[src/hw/rtl/lru_block_table_with_pinning_unit_defines.svh]
// Assertion macros for the table's RTL, included by lbt_ctrl.
`ifndef LRU_BLOCK_TABLE_WITH_PINNING_UNIT_DEFINES_SVH
`define LRU_BLOCK_TABLE_WITH_PINNING_UNIT_DEFINES_SVH
`ifndef NO_ASSERTIONS
// Same-cycle implication, sampled on clk, off during reset.
`define LBT_ASSERT_NOW(label, ante, cons) \
	label: assert property (@(posedge clk) disable iff (!arst_n) (ante) |-> (cons)) \
		else $error("lbt assertion failed");
// Next-cycle implication, sampled on clk, off during reset.
`define LBT_ASSERT_NEXT(label, ante, cons) \
	label: assert property (@(posedge clk) disable iff (!arst_n) (ante) |=> (cons)) \
		else $error("lbt assertion failed");
`else
`define LBT_ASSERT_NOW(label, ante, cons)
`define LBT_ASSERT_NEXT(label, ante, cons)
`endif
`endif

[src/hw/rtl/lbt_pkg.sv]
package lbt_pkg;

	localparam int TABLE_ENTRIES  = 64;
	localparam int MAX_CANDIDATES = 16;
	localparam int IDX_W = $clog2(TABLE_ENTRIES);
	localparam int CNT_W = $clog2(MAX_CANDIDATES + 1);

	localparam logic [3:0] KIND_INSERT  = 4'd0;
	localparam logic [3:0] KIND_LOOKUP  = 4'd1;
	localparam logic [3:0] KIND_UPDATE  = 4'd2;
	localparam logic [3:0] KIND_REMOVE  = 4'd3;
	localparam logic [3:0] KIND_RM_SEQ  = 4'd4;
	localparam logic [3:0] KIND_PIN     = 4'd5;
	localparam logic [3:0] KIND_UNPIN   = 4'd6;
	localparam logic [3:0] KIND_CAND    = 4'd7;
	localparam logic [3:0] KIND_CLEAR   = 4'd8;

	localparam logic [1:0] STAT_OK        = 2'd0;
	localparam logic [1:0] STAT_NOT_FOUND = 2'd1;
	localparam logic [1:0] STAT_FULL      = 2'd2;
	localparam logic [1:0] STAT_PIN_ERR   = 2'd3;

	typedef struct packed {
		logic [3:0]  kind;
		logic [15:0] seq_id;
		logic [15:0] block_number;
		logic [1:0]  tier_code;
		logic [63:0] handle_value;
		logic [47:0] byte_size;
		logic [4:0]  wanted_count;
	} req_t;

	typedef struct packed {
		logic [1:0]  status;
		logic [15:0] out_seq_id;
		logic [15:0] out_block_number;
		logic [1:0]  out_tier;
		logic [63:0] out_handle;
		logic [47:0] out_size;
		logic [7:0]  out_pins;
		logic        last;
	} rsp_t;

	// Controller to datapath
	typedef struct packed {
		logic             load;
		logic             look;
		logic             exec;
		logic             rpt_single;
		logic             rpt_none;
		logic             step;
		logic             last;
		logic [IDX_W-1:0] rank;
	} cmd_t;

	// Datapath to controller
	typedef struct packed {
		logic [3:0]       kind;
		logic             rem_empty;
		logic             pick_any;
		logic             rest_empty;
		logic [CNT_W-1:0] want_c;
	} sts_t;

endpackage

[src/hw/rtl/lbt_ctrl.sv]
`include "lru_block_table_with_pinning_unit_defines.svh"
module lbt_ctrl (
	input  logic          clk,
	input  logic          arst_n,
	input  logic          start,
	output logic          busy,
	input  lbt_pkg::sts_t sts,
	output lbt_pkg::cmd_t cmd
);
	import lbt_pkg::*;

	localparam logic [2:0] S_IDLE = 3'd0;
	localparam logic [2:0] S_LOOK = 3'd1;
	localparam logic [2:0] S_EXEC = 3'd2;
	localparam logic [2:0] S_RPT  = 3'd3;
	localparam logic [2:0] S_RSEQ = 3'd4;
	localparam logic [2:0] S_CAND = 3'd5;

	logic [2:0]       state_q, state_d;
	logic [IDX_W-1:0] rank_q, rank_d;
	logic [CNT_W-1:0] k_q, k_d;
	logic             cand_last;

	assign busy = (state_q != S_IDLE);
	assign cand_last = sts.rest_empty || (CNT_W'(k_q + 1'b1) == sts.want_c);

	always_comb begin
		cmd     = '0;
		state_d = state_q;
		rank_d  = rank_q;
		k_d     = k_q;
		cmd.rank = rank_q;
		unique case (state_q)
			S_IDLE: begin
				if (start) begin
					cmd.load = 1'b1;
					state_d  = S_LOOK;
				end
			end
			S_LOOK: begin
				cmd.look = 1'b1;
				rank_d   = IDX_W'(TABLE_ENTRIES - 1);
				k_d      = '0;
				if (sts.kind == KIND_RM_SEQ) state_d = S_RSEQ;
				else if (sts.kind == KIND_CAND) state_d = S_CAND;
				else state_d = S_EXEC;
			end
			S_EXEC: begin
				cmd.exec = 1'b1;
				state_d  = S_RPT;
			end
			S_RPT: begin
				cmd.rpt_single = 1'b1;
				state_d        = S_IDLE;
			end
			S_RSEQ: begin
				if (sts.rem_empty) begin
					cmd.rpt_none = 1'b1;
					state_d      = S_IDLE;
				end else begin
					cmd.step = 1'b1;
					cmd.last = sts.rest_empty;
					if (sts.rest_empty) state_d = S_IDLE;
				end
			end
			S_CAND: begin
				if (k_q == '0 && (sts.rem_empty || sts.want_c == '0)) begin
					cmd.rpt_none = 1'b1;
					state_d      = S_IDLE;
				end else begin
					// walk ranks oldest first, one per cycle
					cmd.step = 1'b1;
					cmd.last = cand_last;
					rank_d   = rank_q - 1'b1;
					if (sts.pick_any) begin
						k_d = CNT_W'(k_q + 1'b1);
						if (cand_last) state_d = S_IDLE;
					end
				end
			end
			default: state_d = S_IDLE;
		endcase
	end

	always_ff @(posedge clk or negedge arst_n) begin
		if (!arst_n) begin
			state_q <= S_IDLE;
			rank_q  <= '0;
			k_q     <= '0;
		end else begin
			state_q <= state_d;
			rank_q  <= rank_d;
			k_q     <= k_d;
		end
	end

	`LBT_ASSERT_NEXT(a_accept_busy, start && !busy, busy)
	`LBT_ASSERT_NEXT(a_last_idle, cmd.step && cmd.last && sts.pick_any, !busy)
	`LBT_ASSERT_NOW(a_k_bound, state_q == S_CAND, k_q < sts.want_c || k_q == '0)
endmodule

[config.mk]
export PLATFORM = sky130hd
export DESIGN_NAME = lbt_ctrl
export DESIGN_NICKNAME = d
export VERILOG_FILES = /design/src/hw/rtl/lbt_pkg.sv /design/src/hw/rtl/lbt_ctrl.sv
export VERILOG_INCLUDE_DIRS = /design/src /design/src/hw/rtl
export SDC_FILE = /design/constraint.sdc
export NUM_CORES = 1
export LEC_CHECK = 0
export BUFFER_PORTS_ARGS = -buffer_cell sky130_fd_sc_hd__buf_2
export CORE_ASPECT_RATIO = 1.25
export CORE_MARGIN = 10
export CORE_UTILIZATION = 50
export CTS_CLUSTER_DIAMETER = 50
export DETAILED_ROUTE_END_ITERATION = 10
export PLACE_DENSITY = 0.77
export RECOVER_POWER = 100
export SYNTH_ARGS = -nofsm -noshare
export SYNTH_HDL_FRONTEND = slang
export SYNTH_SLANG_ARGS = --single-unit
[constraint.sdc]
create_clock -name clk -period 2.3 [get_ports clk]
set_input_delay 0 -clock clk [delete_from_list [all_inputs] [get_ports clk]]
set_output_delay 0 -clock clk [all_outputs]
set_load 0.02 [all_outputs]
==> results of run 1 <==
==> sequential cells by signal (all words and copies together), names as in the netlist <==
register  cells
state_q       3
k_q           5
rank_q        6
==> synth_stat cells (all sizes together), types with 3 or more instances <==
library cell	n	area, um2
dfrtp	14	350
nor2	10	37.5
inv	8	30.0
o21ai	8	40.0
nand2	6	25.0
a31oi	5	46.3
and3	4	25.0
nor3	4	20.0
ha	3	37.5
nand3	3	15.0
nor3b	3	22.5
xor2	3	26.3
==> layer usage <==
layer / vias up / GRT usage [%]
li1: 461 / -
met1: 435 / 13.7
met2: 31 / 17.9
met3: 4 / 3.57
met4: 0 / 3.67
met5: - / 0
==> worst min-delay path by stage <==
stage | endpoint | cells after the start
floorplan | k_q[0] | 0
CTS | state_q[1] | 3
finish | state_q[1] | 3
global route | state_q[1] | 3
detailed placement | k_q[2] | 1
global placement | k_q[2] | 1
==> cell usage in the layout (no fill, tap or decap), types with 2 or more instances in the layout <==
master                     synthesis  routed
sky130_fd_sc_hd__clkbuf_1          0      14
sky130_fd_sc_hd__buf_2             2      13
sky130_fd_sc_hd__inv_1             8       8
sky130_fd_sc_hd__a31oi_1           4       5
sky130_fd_sc_hd__a211o_1           2       2
sky130_fd_sc_hd__and3_1            4       4
sky130_fd_sc_hd__or3_1             2       2
sky130_fd_sc_hd__ha_1              3       3
sky130_fd_sc_hd__xor3_1            2       2
sky130_fd_sc_hd__nand2_1           5       5
sky130_fd_sc_hd__a211oi_1          2       2
sky130_fd_sc_hd__o21ai_1           5       2
sky130_fd_sc_hd__dfrtp_1          14      14
sky130_fd_sc_hd__nor3_1            4       4
sky130_fd_sc_hd__nor3b_1           3       3
sky130_fd_sc_hd__xnor2_1           2       2
sky130_fd_sc_hd__o21ai_0           3       6
sky130_fd_sc_hd__o211ai_1          2       2
sky130_fd_sc_hd__nand3_1           3       3
sky130_fd_sc_hd__nor2_1           10      10
sky130_fd_sc_hd__xor2_1            3       3
sky130_fd_sc_hd__o31ai_1           2       2
sky130_fd_sc_hd__clkbuf_4          0       3
==> kinds of logic after synthesis <==
logic type	count (synthesis)	share of synthesized area, %
AOI/OAI and AO/OA	32	24.8
xor gates and xnor gates	7	8.87
adders and majority gates	3	3.65
buffers and inverters	10	3.89
DFF	14	34.0
muxes	1	0.972
and+or+nand+nor	40	23.8
==> power groups by stage <==
stage / Sequential, mW / Combinational (mW) / Clock (mW)
floorplan: 0.302 / 0.244 / 0
global placement: 0.316 / 0.334 / 0
detailed placement: 0.318 / 0.336 / 0
CTS: 0.313 / 0.341 / 0.134
global route: 0.321 / 0.337 / 0.145
finish: 0.314 / 0.300 / 0.127
==> layout make-up <==
type	instances	area share [%]
clock buffer	3	1.91
inverter	8	2.55
multi-input combinational	83	52.4
sequential	14	29.7
tap	20	2.12
timing repair buffer	29	11.3
==> worst reg2reg max path, cell delays in order (launching register included) <==
cell                      delay (ns)
sky130_fd_sc_hd__dfrtp_1        0.44
sky130_fd_sc_hd__inv_1          0.09
sky130_fd_sc_hd__ha_1           0.15
sky130_fd_sc_hd__nor4b_4        0.35
sky130_fd_sc_hd__nand2_2        0.10
sky130_fd_sc_hd__a31oi_1        0.43
sky130_fd_sc_hd__a211o_1        0.20
==> repair_timing <==
item / CTS / global route
setup buffers: 0 / 0
hold buffers: 1 / 0
hold endpoints to repair: 14 / 0
==> impl_metrics.py, run 1 <==
metrics = {
    "run_status": {
        "run_status": "complete, no violations",
    },
    "power_and_ir_drop": {
        "seq_power_share_pct": 42.4,
        "sw_frac_of_total_pct": 42.1,
        "switching_component_of_the_power_uw": 312,
        "comb_power_share_pct": 40.5,
        "internal_power_uw": 429,
        "worst_case_vdd_ir_drop_mv": 0.451,
        "power-per-cell-area_mw_per_mm2": 628,
        "power_leakage_nw": 0.537,
        "fin_total_pwr_uw": 741,
        "p_clk_share_pct": 17.2,
    },
    "yosys": {
        "average_cell_area_after_synthesis_um2": 9.62,
        "syn_inst": 107,
        "syn-num-nets": 125,
        "synth.ff_latch_count": 14,
        "synthArstFlopShare_pct": 100,
        "synth_enable_flop_cells": 0,
        "fraction_of_the_yosys_area_taken_by_sequential_cells_pct": 34.0,
        "synth_ff_type": "sky130_fd_sc_hd__dfrtp_1",
        "synthDistinctLibCells": 43,
        "netlist_area_mm2": 0.00103,
        "yosys_warnings": 0,
    },
    "floorplanning": {
        "rows": 18,
        "floorplan.die.height_um": 70.7,
        "floorplan.die_area_mm2": 0.00429,
        "io_pins": 29,
        "core_region_area_mm2": 0.00196,
        "dieWidth_um": 60.6,
        "start_util_pct": 52.6,
    },
    "critical_path": {
        "category_of_the_worst_setup_path_launch_point": "register",
        "endpoint": "cmd[6]",
        "crit_slowest_cell": "sky130_fd_sc_hd__dfrtp_1",
        "worst_setup_path_end_kind": "output pin",
        "path_delay_family": "flip-flops",
        "critical_path_depth": 6,
        "path_max_fanout": 6,
        "worstPathRequired_ns": 2.30,
        "reg2reg_to": "k_q[4]",
        "rr_worst_depth": 6,
        "timing.critical_path.cells": "ha_1 -> and3_1 -> xnor2_1 -> o211ai_1 -> o31ai_1 -> clkbuf_2",
        "crit-reg2reg-launch": "k_q[0]",
        "cp-startpoint": "k_q[0]",
        "worst-setup-path-type": "register to output pin",
        "timing.critical_path.arrival_ns": 2.02,
        "r2r_slack_ns": 0.48,
        "crit_buf_inv": 1,
        "crit_path_max_incr_delay_ns": 0.44,
    },
    "routing": {
        "drt-pass1-iter-count": 4,
        "antenna_violating_nets_post_route": 0,
        "route.final.wire_length_um": 2310,
        "post-route-drc-count": 0,
        "detailroute.wirelength.met2_um": 1070,
        "initialDrtViolationCount": 32,
        "post_drt_wl_per_cell_um": 14.7,
        "top_routing_layer_in_use": "met4",
        "met1_wl_um": 993,
        "route.vias.total": 931,
        "met3RoutedLength_um": 211,
        "route.detailed.vias_per_inst": 5.93,
    },
    "cts": {
        "cts-buffers-inserted": 3,
        "ctsResizeCount": 0,
        "cts_htree_levels": 1,
        "tritoncts": "yes",
        "clk_transition_reported_paths_ns": 0.07,
        "clock_tree_root_buffer_cell": "sky130_fd_sc_hd__clkbuf_4",
        "clockBufferDepth": 2,
        "clk_latency_ns": 0.27,
        "tritoncts_num_sinks": 14,
    },
    "job": {
        "maxCapViolCount": 0,
    },
    "timing": {
        "tightestPinTransition_ns": 0.727,
        "rsz0062_at_grt": "false",
        "setup-violations-final": 0,
        "finalWorstSetupSlack_ns": 0.279,
        "maxSlewViolCount": 0,
        "timing.max_slew.rel_slack_pct": 51.5,
        "hold_viol": 0,
        "min_period_over_period_pct": 87.9,
        "final.hold.worst_slack_ns": 0.0170,
        "fin_tns_setup_ns": 0,
        "max_freq_mhz": 495,
        "clock_skew_ns": 0.00166,
        "finalCriticalPeriod_ns": 2.02,
    },
    "final_layout": {
        "final_core_utilization_pct": 60.2,
        "drive_above_1_share_pct": 17.5,
        "total_area_of_multi_input_combinational_cells_um2": 618,
        "seq_area_um2": 350,
        "nets": 157,
        "num_antenna_cells": 0,
        "finalInstanceArea_mm2": 0.00118,
        "area_delta_synth_final_pct": 14.5,
        "layout.filler_cells": 167,
        "layoutNonFillerInstCount": 157,
    },
    "global_route": {
        "grt_first_pass_wirelength_um": 4020,
        "grt_overflow_total": 0,
        "grt_pass1_vias": 928,
        "grt_antenna_before_repair": 0,
        "grtUsageTotal_pct": 11.2,
        "grt_start_max_net_pins": 15,
    },
    "place": {
        "placement_cell_area_mm2": 0.00118,
        "dpl.cell_count": 153,
        "setup_slack_after_placement_ns": 0.490,
        "buffer_ports.inserted": 28,
        "dpl.hpwl_um": 1930,
        "place_congestion": 0.826,
    },
    "hold_path": {
        "worstHoldPathType": "primary input to register",
        "hold_start": "sts[11]",
    },
}
(Power assumes the default switching activity.)
==> inputs of run 2 (changes only) <==
Settings changed: CORE_UTILIZATION 50 to 35, PLACE_DENSITY 0.77 to not set.
==> impl_metrics.py, run 2 (synthesis gave the netlist of run 1 again) <==
metrics = {
    "global_route": {
        "grt_start_max_net_pins": 15,
        "grt_antenna_before_repair": 0,
        "grt_pass1_vias": 978,
        "grt_first_pass_wirelength_um": 4270,
        "grtUsageTotal_pct": 9.51,
        "grt_overflow_total": 0,
    },
    "timing": {
        "min_period_over_period_pct": 88.6,
        "timing.max_slew.rel_slack_pct": 48.8,
        "setup-violations-final": 0,
        "maxSlewViolCount": 0,
        "max_freq_mhz": 490,
        "finalCriticalPeriod_ns": 2.04,
        "rsz0062_at_grt": "false",
        "clock_skew_ns": 0.00237,
        "final.hold.worst_slack_ns": 0.0148,
        "tightestPinTransition_ns": 0.767,
        "fin_tns_setup_ns": 0,
        "hold_viol": 0,
    },
    "power_and_ir_drop": {
        "internal_power_uw": 429,
        "switching_component_of_the_power_uw": 323,
        "worst_case_vdd_ir_drop_mv": 0.564,
        "seq_power_share_pct": 42.0,
        "comb_power_share_pct": 40.2,
        "power-per-cell-area_mw_per_mm2": 628,
        "power_leakage_nw": 0.537,
        "sw_frac_of_total_pct": 42.9,
        "fin_total_pwr_uw": 751,
        "p_clk_share_pct": 17.8,
    },
    "floorplanning": {
        "rows": 21,
        "dieWidth_um": 68.5,
        "io_pins": 29,
        "start_util_pct": 37.3,
        "floorplan.die_area_mm2": 0.00553,
        "core_region_area_mm2": 0.00276,
        "floorplan.die.height_um": 80.6,
    },
    "final_layout": {
        "largest_register": "rank_q",
        "biggestRegsByFlops": "rank_q (6), k_q (5), state_q (3)",
        "layout.filler_cells": 298,
        "nets": 157,
        "finalInstanceArea_mm2": 0.00120,
        "final_cell_mix": "sky130_fd_sc_hd__clkbuf_1, sky130_fd_sc_hd__dfrtp_1, sky130_fd_sc_hd__buf_2",
        "drive_above_1_share_pct": 17.5,
        "area_delta_synth_final_pct": 16.2,
        "largest_register_ffs": 6,
        "num_antenna_cells": 0,
        "layoutNonFillerInstCount": 171,
    },
    "critical_path": {
        "worstPathRequired_ns": 2.30,
        "timing.critical_path.arrival_ns": 2.04,
        "rr_worst_depth": 6,
        "path_max_fanout": 6,
        "worst-setup-path-type": "register to output pin",
        "category_of_the_worst_setup_path_launch_point": "register",
        "worst_setup_path_end_kind": "output pin",
    },
    "cts": {
        "tritoncts": "yes",
        "clk_latency_ns": 0.27,
        "cts_post_setup_buffers_inserted": 0,
        "cts_htree_levels": 1,
        "clockBufferDepth": 2,
        "tritoncts_num_sinks": 14,
        "ctsResizeCount": 0,
        "cts-buffers-inserted": 3,
        "clock_tree_root_buffer_cell": "sky130_fd_sc_hd__clkbuf_4",
        "clk_transition_reported_paths_ns": 0.08,
    },
    "routing": {
        "post_drt_wl_per_cell_um": 14.8,
        "route.final.wire_length_um": 2520,
        "drt-pass1-iter-count": 4,
        "route.detailed.vias_per_inst": 5.33,
        "route.vias.total": 912,
        "post-route-drc-count": 0,
        "antenna_violating_nets_post_route": 0,
        "initialDrtViolationCount": 35,
    },
    "place": {
        "buffer_ports.inserted": 28,
        "dpl.cell_count": 167,
        "place_congestion": 0.755,
        "placement_cell_area_mm2": 0.00120,
        "dpl.hpwl_um": 2100,
    },
    "hold_path": {
        "worstHoldPathType": "primary input to register",
        "min_path_cells": 3,
    },
    "run_status": {
        "run_status": "complete, no violations",
    },
    "job": {
        "maxCapViolCount": 0,
    },
}
-- run 2: cell counts in the layout (fill, tap and decap cells not counted) --
No cell type changed its count.
-- run 2: critical path: stages, from the launching register on --
cell,delay (ns)
sky130_fd_sc_hd__dfrtp_1,0.44
sky130_fd_sc_hd__inv_1,0.07
sky130_fd_sc_hd__ha_1,0.34
sky130_fd_sc_hd__xor2_1,0.17
sky130_fd_sc_hd__nor2_1,0.17
sky130_fd_sc_hd__o211ai_1,0.12
sky130_fd_sc_hd__o31ai_1,0.24
sky130_fd_sc_hd__clkbuf_2,0.21
-- run 2: repair_timing --
item / CTS / global route
hold buffers: 1 / 0
endpoints found under the setup margin: 0 / 0
endpoints found under the hold margin: 14 / 0
-- run 2: worst paths after layout --
| path | slack, ns | endpoint | startpoint |
|---|---|---|---|
| worst max-delay path | 0.26 | cmd[6] | k_q[0] |
| worst min-delay path | 0.01 | state_q[1] | sts[11] |
| worst max register to register | 0.49 | k_q[2] | k_q[0] |
| worst min register to register | 0.51 | rank_q[4] | rank_q[4] |
| max in group asynchronous | 1.51 | rank_q[3] | arst_n |
| min in group asynchronous | 0.31 | k_q[4] | arst_n |
-- run 2: final cells by class --
cell class | count | area, um2 | area share [%]
multi-input combinational | 83 | 618 | 51.7
sequential | 14 | 350 | 29.3
timing repair buffer | 29 | 133 | 11.1
tap | 34 | 42.5 | 3.56
inverter | 8 | 30.0 | 2.51
clock buffer | 3 | 22.5 | 1.88
-- run 2: per-stage QoR --
stage | util (%) | setup slack [ns]
global route | 43.4 | 0.0989
detailed placement | 43.6 | 0.552
floorplan | - | 0.551
global placement | 43.6 | 0.603
finish | 43.4 | 0.261
CTS | 44.8 | 0.267
-- run 2: layer usage --
metal / global-route usage [%] / part of all wire (%)
met1: 11.3 / 44
met2: 15.8 / 50
met4: 1.81 / 0
met5: 0 / 0
met3: 3.47 / 5.6
-- run 2: power groups by stage --
stage / sequential [mW] / clock [mW] / combinational (mW)
global route: 0.323 / 0.150 / 0.337
global placement: 0.320 / 0 / 0.334
detailed placement: 0.320 / 0 / 0.339
floorplan: 0.302 / 0 / 0.244
finish: 0.316 / 0.134 / 0.302
CTS: 0.317 / 0.140 / 0.343
